<file path="src/hdl/extendible_hash_insert_core_macros.svh">
// Assertion helpers used by the core's control module.
`ifndef EXTENDIBLE_HASH_INSERT_CORE_MACROS_SVH
`define EXTENDIBLE_HASH_INSERT_CORE_MACROS_SVH

// Consequent must hold in the cycle after the antecedent.
`define EHI_ASSERT_NEXT(name, clk, rst_n, ante, cons) \
  name: assert property (@(posedge clk) disable iff (!rst_n) (ante) |=> (cons)) \
    else $error("extendible hash core: check failed");

// Consequent must hold in the same cycle as the antecedent.
`define EHI_ASSERT_NOW(name, clk, rst_n, ante, cons) \
  name: assert property (@(posedge clk) disable iff (!rst_n) (ante) |-> (cons)) \
    else $error("extendible hash core: check failed");

`endif

</file>
<file path="src/hdl/ehi_pkg.sv">
package ehi_pkg;

  localparam int KeyW    = 32;
  localparam int BktW    = 8;
  localparam int SlotW   = 3;
  localparam int CntW    = 4;
  localparam int DepthW  = 4;
  localparam int UsedW   = 9;
  localparam int CfgW    = 4;
  localparam int MaxPrefix = 8;
  localparam int MaxCap    = 8;

  localparam logic [1:0] CfgPrefix   = 2'd0;
  localparam logic [1:0] CfgCapacity = 2'd1;

  typedef struct packed {
    logic [DepthW-1:0] depth;
    logic [CntW-1:0]   count;
    logic              cv;
    logic [BktW-1:0]   link;
  } meta_t;

  typedef enum logic [1:0] {
    RES_INS  = 2'd0,
    RES_DUP  = 2'd1,
    RES_FULL = 2'd2
  } res_e;

  typedef enum logic [1:0] {
    SRC_CUR  = 2'd0,
    SRC_HOME = 2'd1,
    SRC_NEW  = 2'd2
  } src_e;

  typedef enum logic [4:0] {
    OP_NONE, OP_CLEAR, OP_LOAD, OP_DIR_RD, OP_META_RD, OP_KEY_RD, OP_KEY_NEXT,
    OP_CHAIN_RD, OP_PLACE, OP_HOLD_B, OP_LINK, OP_ALLOC, OP_DBL_RD, OP_DBL_W1,
    OP_DBL_W2, OP_SPL_RD, OP_SPL_WR, OP_SPL_MB, OP_SPL_MN, OP_SCAN0, OP_SCAN
  } op_e;

  typedef struct packed {
    op_e  op;
    logic emit;
    res_e res;
    src_e src;
  } cmd_t;

  typedef struct packed {
    logic lt_cap;
    logic at_full;
    logic chained;
    logic pool_full;
    logic need_dbl;
    logic key_hit;
    logic key_end;
    logic spl_end;
    logic dbl_end;
    logic scan_end;
    logic clr_end;
  } stat_t;

endpackage

</file>
<file path="src/hdl/ehi_ctrl.sv">
`include "extendible_hash_insert_core_macros.svh"

module ehi_ctrl (
  input  logic           clk_i,
  input  logic           rst_ni,
  input  logic           start,
  output logic           busy,
  input  ehi_pkg::stat_t stat_i,
  output ehi_pkg::cmd_t  cmd_o
);

  typedef enum logic [19:0] {
    ST_CLR     = 20'h00001,
    ST_IDLE    = 20'h00002,
    ST_DIR_F   = 20'h00004,
    ST_META_F  = 20'h00008,
    ST_KEY_F   = 20'h00010,
    ST_CMP_F   = 20'h00020,
    ST_DIR_I   = 20'h00040,
    ST_META_I  = 20'h00080,
    ST_CHK_I   = 20'h00100,
    ST_CHK_C   = 20'h00200,
    ST_ALLOC_C = 20'h00400,
    ST_DBL_RD  = 20'h00800,
    ST_DBL_W1  = 20'h01000,
    ST_DBL_W2  = 20'h02000,
    ST_SPL_RD  = 20'h04000,
    ST_SPL_WR  = 20'h08000,
    ST_SPL_MB  = 20'h10000,
    ST_SPL_MN  = 20'h20000,
    ST_SCAN0   = 20'h40000,
    ST_SCAN    = 20'h80000
  } state_e;

  state_e state_q, state_d;

  always_comb begin
    state_d = state_q;
    cmd_o   = '{op: ehi_pkg::OP_NONE, emit: 1'b0, res: ehi_pkg::RES_INS,
                src: ehi_pkg::SRC_CUR};
    case (state_q)
      ST_CLR: begin
        cmd_o.op = ehi_pkg::OP_CLEAR;
        if (stat_i.clr_end) state_d = ST_IDLE;
      end
      ST_IDLE: begin
        if (start) begin
          cmd_o.op = ehi_pkg::OP_LOAD;
          state_d  = ST_DIR_F;
        end
      end
      ST_DIR_F: begin
        cmd_o.op = ehi_pkg::OP_DIR_RD;
        state_d  = ST_META_F;
      end
      ST_META_F: begin
        cmd_o.op = ehi_pkg::OP_META_RD;
        state_d  = ST_KEY_F;
      end
      ST_KEY_F: begin
        // walk the home bucket and its chain for the key
        if (!stat_i.key_end) begin
          cmd_o.op = ehi_pkg::OP_KEY_RD;
          state_d  = ST_CMP_F;
        end else if (stat_i.chained) begin
          cmd_o.op = ehi_pkg::OP_CHAIN_RD;
        end else begin
          state_d = ST_DIR_I;
        end
      end
      ST_CMP_F: begin
        if (stat_i.key_hit) begin
          cmd_o.emit = 1'b1;
          cmd_o.res  = ehi_pkg::RES_DUP;
          state_d    = ST_IDLE;
        end else begin
          cmd_o.op = ehi_pkg::OP_KEY_NEXT;
          state_d  = ST_KEY_F;
        end
      end
      ST_DIR_I: begin
        cmd_o.op = ehi_pkg::OP_DIR_RD;
        state_d  = ST_META_I;
      end
      ST_META_I: begin
        cmd_o.op = ehi_pkg::OP_META_RD;
        state_d  = ST_CHK_I;
      end
      ST_CHK_I: begin
        if (stat_i.lt_cap) begin
          cmd_o.op   = ehi_pkg::OP_PLACE;
          cmd_o.emit = 1'b1;
          state_d    = ST_IDLE;
        end else if (stat_i.at_full || stat_i.chained) begin
          cmd_o.op = ehi_pkg::OP_HOLD_B;
          state_d  = ST_CHK_C;
        end else if (stat_i.pool_full) begin
          cmd_o.emit = 1'b1;
          cmd_o.res  = ehi_pkg::RES_FULL;
          state_d    = ST_IDLE;
        end else if (stat_i.need_dbl) begin
          cmd_o.op = ehi_pkg::OP_HOLD_B;
          state_d  = ST_DBL_RD;
        end else begin
          cmd_o.op = ehi_pkg::OP_HOLD_B;
          state_d  = ST_SPL_RD;
        end
      end
      ST_CHK_C: begin
        if (stat_i.lt_cap) begin
          cmd_o.op   = ehi_pkg::OP_PLACE;
          cmd_o.emit = 1'b1;
          state_d    = ST_IDLE;
        end else if (stat_i.chained) begin
          cmd_o.op = ehi_pkg::OP_CHAIN_RD;
        end else if (stat_i.pool_full) begin
          cmd_o.emit = 1'b1;
          cmd_o.res  = ehi_pkg::RES_FULL;
          cmd_o.src  = ehi_pkg::SRC_HOME;
          state_d    = ST_IDLE;
        end else begin
          cmd_o.op = ehi_pkg::OP_LINK;
          state_d  = ST_ALLOC_C;
        end
      end
      ST_ALLOC_C: begin
        cmd_o.op   = ehi_pkg::OP_ALLOC;
        cmd_o.emit = 1'b1;
        cmd_o.src  = ehi_pkg::SRC_NEW;
        state_d    = ST_IDLE;
      end
      ST_DBL_RD: begin
        cmd_o.op = ehi_pkg::OP_DBL_RD;
        state_d  = ST_DBL_W1;
      end
      ST_DBL_W1: begin
        cmd_o.op = ehi_pkg::OP_DBL_W1;
        state_d  = ST_DBL_W2;
      end
      ST_DBL_W2: begin
        cmd_o.op = ehi_pkg::OP_DBL_W2;
        state_d  = stat_i.dbl_end ? ST_SPL_RD : ST_DBL_W1;
      end
      ST_SPL_RD: begin
        if (stat_i.spl_end) begin
          state_d = ST_SPL_MB;
        end else begin
          cmd_o.op = ehi_pkg::OP_SPL_RD;
          state_d  = ST_SPL_WR;
        end
      end
      ST_SPL_WR: begin
        cmd_o.op = ehi_pkg::OP_SPL_WR;
        state_d  = ST_SPL_RD;
      end
      ST_SPL_MB: begin
        cmd_o.op = ehi_pkg::OP_SPL_MB;
        state_d  = ST_SPL_MN;
      end
      ST_SPL_MN: begin
        cmd_o.op = ehi_pkg::OP_SPL_MN;
        state_d  = ST_SCAN0;
      end
      ST_SCAN0: begin
        cmd_o.op = ehi_pkg::OP_SCAN0;
        state_d  = ST_SCAN;
      end
      ST_SCAN: begin
        cmd_o.op = ehi_pkg::OP_SCAN;
        // place the key again after the split
        if (stat_i.scan_end) state_d = ST_DIR_I;
      end
      default: state_d = ST_IDLE;
    endcase
  end

  assign busy = state_q != ST_IDLE;

  always_ff @(posedge clk_i or negedge rst_ni) begin
    if (!rst_ni) begin
      state_q <= ST_CLR;
    end else begin
      state_q <= state_d;
    end
  end

  `EHI_ASSERT_NEXT(a_emit_returns_idle, clk_i, rst_ni, cmd_o.emit, state_q == ST_IDLE)
  `EHI_ASSERT_NEXT(a_start_taken, clk_i, rst_ni, (state_q == ST_IDLE) && start, busy)
  `EHI_ASSERT_NOW(a_link_needs_room, clk_i, rst_ni, cmd_o.op == ehi_pkg::OP_LINK, !stat_i.pool_full)

endmodule

</file>
<file path="config.mk">
export PLATFORM = sky130hd
export DESIGN_NAME = ehi_ctrl
export DESIGN_NICKNAME = d
export VERILOG_FILES = /design/src/hdl/ehi_pkg.sv /design/src/hdl/ehi_ctrl.sv
export VERILOG_INCLUDE_DIRS = /design/src /design/src/hdl
export SDC_FILE = /design/constraint.sdc
export NUM_CORES = 1
export LEC_CHECK = 0
export BUFFER_PORTS_ARGS = -buffer_cell sky130_fd_sc_hd__buf_2
export CAP_MARGIN = 20
export CORE_ASPECT_RATIO = 0.7
export CORE_MARGIN = 4
export CORE_UTILIZATION = 56
export DETAILED_ROUTE_END_ITERATION = 16
export GPL_ROUTABILITY_DRIVEN = 0
export PLACE_DENSITY = 0.82
export SETUP_SLACK_MARGIN = 0.15
export SYNTH_ARGS = -nofsm -noshare
export SYNTH_HDL_FRONTEND = slang
export SYNTH_SLANG_ARGS = --single-unit
</file>
<file path="constraint.sdc">
create_clock -name clk_i -period 2.5 [get_ports clk_i]
set_input_delay 0.125 -clock clk_i [delete_from_list [all_inputs] [get_ports clk_i]]
set_output_delay 0.125 -clock clk_i [all_outputs]
set_load 0.005 [all_outputs]
</file>
# Yosys cells after proc, flatten, opt, wreduce, memory -nomap -nowiden
# Cells that the tools add are included.
totals:
  reg_bits: 20
  inputBits: 14
  output_inout_bits: 11
op_classes:
  eq_ne: 26
  mux: 38
  reduce_logical: 4
op_table:
  columns: ["op", "n"]
  rows:
  - ["$pmux 20 s19", 1]
  - ["$mux 20", 10]
  - ["$pmux 5 s18", 1]
  - ["$mux 15", 2]
  - ["$mux 5", 5]
  - ["$mux 4", 6]
  - ["$eq 20x1->1 const B", 1]
  - ["$eq 20x10->1 const B", 1]
  - ["$eq 20x11->1 const B", 1]
  - ["$eq 20x12->1 const B", 1]
  - ["$eq 20x13->1 const B", 1]
  - ["$eq 20x14->1 const B", 1]
  - ["$eq 20x15->1 const B", 1]
  - ["$eq 20x16->1 const B", 1]
  - ["$eq 20x17->1 const B", 1]
  - ["$eq 20x18->1 const B", 1]
  - ["$eq 20x19->1 const B", 1]
  - ["$eq 20x2->1 const B", 1]
  - ["$eq 20x20->1 const B", 1]
  - ["$eq 20x3->1 const B", 1]
  - ["$eq 20x4->1 const B", 1]
  - ["$eq 20x5->1 const B", 1]
  - ["$eq 20x6->1 const B", 1]
  - ["$eq 20x7->1 const B", 1]
  - ["other kinds (15)", 25]

# Logic depth before layout (Yosys ltp)
depth:
  depth_word: 5
  mapped_depth: 7
  ltp_nobuf: 6

# Worst setup path before layout
# Ideal clock, no wire load.
synth_path:
  path_kind: "register -> output"
  startpoint: "reg state_q[4]"
  endpoint: "out cmd_o[7] (netlist bit)"
  arrival_ps: 1885
  required_ps: 2375
  setup_slack_ps: 490
  path_stages_with_launch: 7
  cell_sequence: "dfrtp_1 -> buf_6 -> nor4_4 -> nand4_4 -> or3_4 -> or3_4 -> o2111ai_1"
synth_rtl:
  columns: ["element", "line", "source"]
  rows:
  - ["from (decl)", "ehi_ctrl.sv:35", "state_e state_q, state_d;"]
  - ["from (signal assigned)", "ehi_ctrl.sv:183", "state_q <= state_d;"]
  - ["to (decl)", "ehi_ctrl.sv:9", "output ehi_pkg::cmd_t cmd_o"]

==> impl_results.md <==
- Number of synthesized flops with an enable pin: 0
- Flop pwr share: 0.289
- Setup CP Type: flip-flop to primary output
- Vias/cell: roughly 7.3
- Max reg flops: 20
- Clk root buf: clkbuf_8
- Mapped Area: 0.00151 sq mm
- Maxcap violations: 0
- Total Die Area: about 0.0036 sq mm
- Ys async rst share: 1.00
- Initial antenna violation count: 0
- Clock Path Buffers: 2
- Share of the synthesized area in the top cell type: 0.315
- Worst setup margin: -0.0195 ns
- Layout Cells excl Fill: approximately 260
- DP Wirelength: 3.24 mm
- Slew headroom: 0.603
- CTS tree: done
- Max frequency: 397 MHz
- Placed Cells incl. Taps: 229
- # clock sinks: 20
- Synthesized instance count: between 150 and 200
- Post-route clock period utilization: 1.01
- Pins Over Slew Limit: 0
- Most frequent cell after synthesis: nor2_1
- Post-synthesis mux area share: 0
- Ys flop type: dfrtp_1
- Comb pwr share: 0.528
- RR Startpoint: state_q[6]
- Overall Global Routing Usage: 0.285
- Hold Slack: 0.0681 ns
- Element type at the critical path end: primary output
- Worst setup SP type: flip-flop
- Seq/Total Area, Yosys: 0.332
- Iteration-0 DRC Markers: 295
- Layout cells sized above 1: 0.431
- Post-route clock skew: between 0.009 and 0.01 ns
- Leak pwr: 0.000940 uW
- Routed WL: between 5 and 6 mm
- CP arrival: 2.39 ns
- DRT antenna net count: 0
- Min-Delay Path Class: input port to flip-flop
- Routed met1 length: 1.96 mm
- Most flop-heavy register: state_q
- Largest area contributor in the netlist: dfrtp_1
- Compound-Gate Fraction of Synth Area: 0.143
- Net Switching: 563 uW
- TritonRoute pass-1 iters: 5
- Ys Warns: 0
- Unique masters post-synth: 52
- Largest net degree at the start of global routing: 21
- #FFs+latches synth: 20
- Vias in the first global route: 1609
- RSZ-0062 raised after global routing: yes
- Net Count, Synth: about 190
- Least-Margin Pin Slew: 0.591 ns
- Largest family of logic cells by synthesized area: simple AND/OR/NAND/NOR gates
- Power per cell area: around 670 mW/mm^2
- Nets: 240
- Post-DP Area: between 0.0015 and 0.002 sq mm
- Final instance area: 0.00203 sq mm
- Simple-Gate Fraction of Synth Area: 0.468
- Met3 wire length: around 830 um
- Max VDD drop: between 0.4 and 0.5 mV
- Core area: 0.00251 sq mm
- Worst-Skew Late Latency: 0.27 ns
- Layout area overhead: 34.5%
- Worst reg2reg path depth: 8
- Die Y: about 51 um
- Multi-input logic area: around 0.0010 sq mm
- Initial Utilization: 0.601
- WL met2: approximately 2.5 mm
- Switching Share: 0.412
- Largest registers: state_q: 20 flops
- Fin crit period: ~2.5 ns
- Cell-internal power: 805 uW
- # fillers: 161
- Required time of the critical path: 2.38 ns
- Largest cells by area after synthesis: dfrtp_1 31%, nor4_4 7.0%, nor2_1 5.7%
- Vias: 1880
- Worst-path clk slew: approximately 0.070 ns
- H-tree levels: 1
- Clock share of power: 0.183
- Synth top cells by count: 23 x nor2_1, 19 x dfrtp_1, 12 x nor4_1, 9 x a21oi_1
- Top Ports: 25
- FP Rows: 15
- Synth Area in XOR/XNOR: 0.0232
- Critical path fanouts, max: 7
- Cts bufs inserted: 3
- Synth Area per Inst: 8.84 sq um
- Drt wl/cell: 22.3 um
- Total gr overflow: 0
- Adder-cell area share of the yosys netlist: 0
- Final setup viols: 1
- Global-route wire length before repair: 7.96 mm
- Status: finished with violations
- Buffers on Ports: 24
- CP startpoint: state_q[15]
- Violated checks: negative setup slack
- Reg area: 513 sq um
- Critical Path End: cmd_o[7]
- Width of the chip: 70.1 um
- FF-to-FF End: state_q[1]
- Diodes inserted: 0
- Top Metal Used: met4
- R2R Setup Slk: approximately 0.29 ns
- Final Hold Vio Count: 0
- # DRC: 0
==> cells in the final DEF, fill, tap and decap left out, drive strengths merged, types with 2 or more instances in the layout <==
master        n
buf          52
nor2         23
dfrtp        19
nor4         19
a21oi        10
o21ai         9
nand2         8
nor3          8
inv           7
nand3         7
nand2b        5
nand4         5
clkbuf        4
or2           4
or3           4
nand3b        3
and4b         3
xor2          3
and2          3
or4b          2
nand4b        2
o22ai         2
o21a          2
a31oi         2
dlygate4sd3   2
nor3b         2
==> power by group through the flow <==
stage / clock network (uW) / logic [uW] / registers [uW]
3_5_place_dp: 0 / 489 / 398
2_1_floorplan: 0 / 358 / 385
5_1_grt: 269 / 769 / 400
6_report: 250 / 722 / 396
4_1_cts: 249 / 563 / 388
3_3_place_gp: 0 / 475 / 395
==> layer usage <==
metal / track usage / up-vias
li1: - / 761
met1: 0.360 / 847
met2: 0.439 / 202
met3: 0.0864 / 70
met4: 0.153 / 0
met5: 0 / -
==> kinds of logic after synthesis <==
logic type             after synthesis
flip-flops                          20
XOR/XNOR                             4
AO/OA/AOI/OAI                       34
AND/OR/NAND/NOR                    102
buffers and inverters               11
==> repair_timing <==
item,CTS,global route
setup endpoints to repair,9,9
pin swaps,6,3
hold buffers,2,0
buffers inserted,15,9
endpoints found under the hold margin,20,0
resized for setup,12,14
==> layout make-up <==
class	instances	area share
clock buffer	4	0.0271
sequential	20	0.252
timing repair buffer	54	0.178
tap	34	0.0209
inverter	7	0.0129
multi-input combinational	140	0.509
==> worst max-delay path, stage by stage, from the launching register on <==
cell and delay (ns):
dfrtp_2 0.46, nor4_4 0.31, buf_6 0.20, nand3b_1 0.19
buf_4 0.20, nor3_1 0.30, o22a_1 0.19, nor3_1 0.07
o2111ai_2 0.06, buf_2 0.15
==> how the worst min path moves through the flow <==
stage	slack, ns	endpoint	depth (start not counted)	startpoint
final	0.07	state_q[14]	2	stat_i[6]
after global routing	0.06	state_q[5]	2	stat_i[4]
after floorplan	-0.17	state_q[10]	0	rst_ni
after CTS	0.05	state_q[15]	2	stat_i[3]
after detailed placement	0.1	state_q[7]	1	rst_ni
after global placement	0.09	state_q[3]	1	rst_ni
==> metrics by stage <==
step	TNS (ns)	power (uW)	setup WS [ns]	util
2_1_floorplan	0	743	0.490	-
3_3_place_gp	0	870	0.231	0.668
3_5_place_dp	0	886	0.195	0.668
4_1_cts	0	1200	0.150	0.754
5_1_grt	-0.242	1440	-0.125	0.808
6_report	-0.0195	1370	-0.0195	0.808
(Power assumes the default switching activity.)
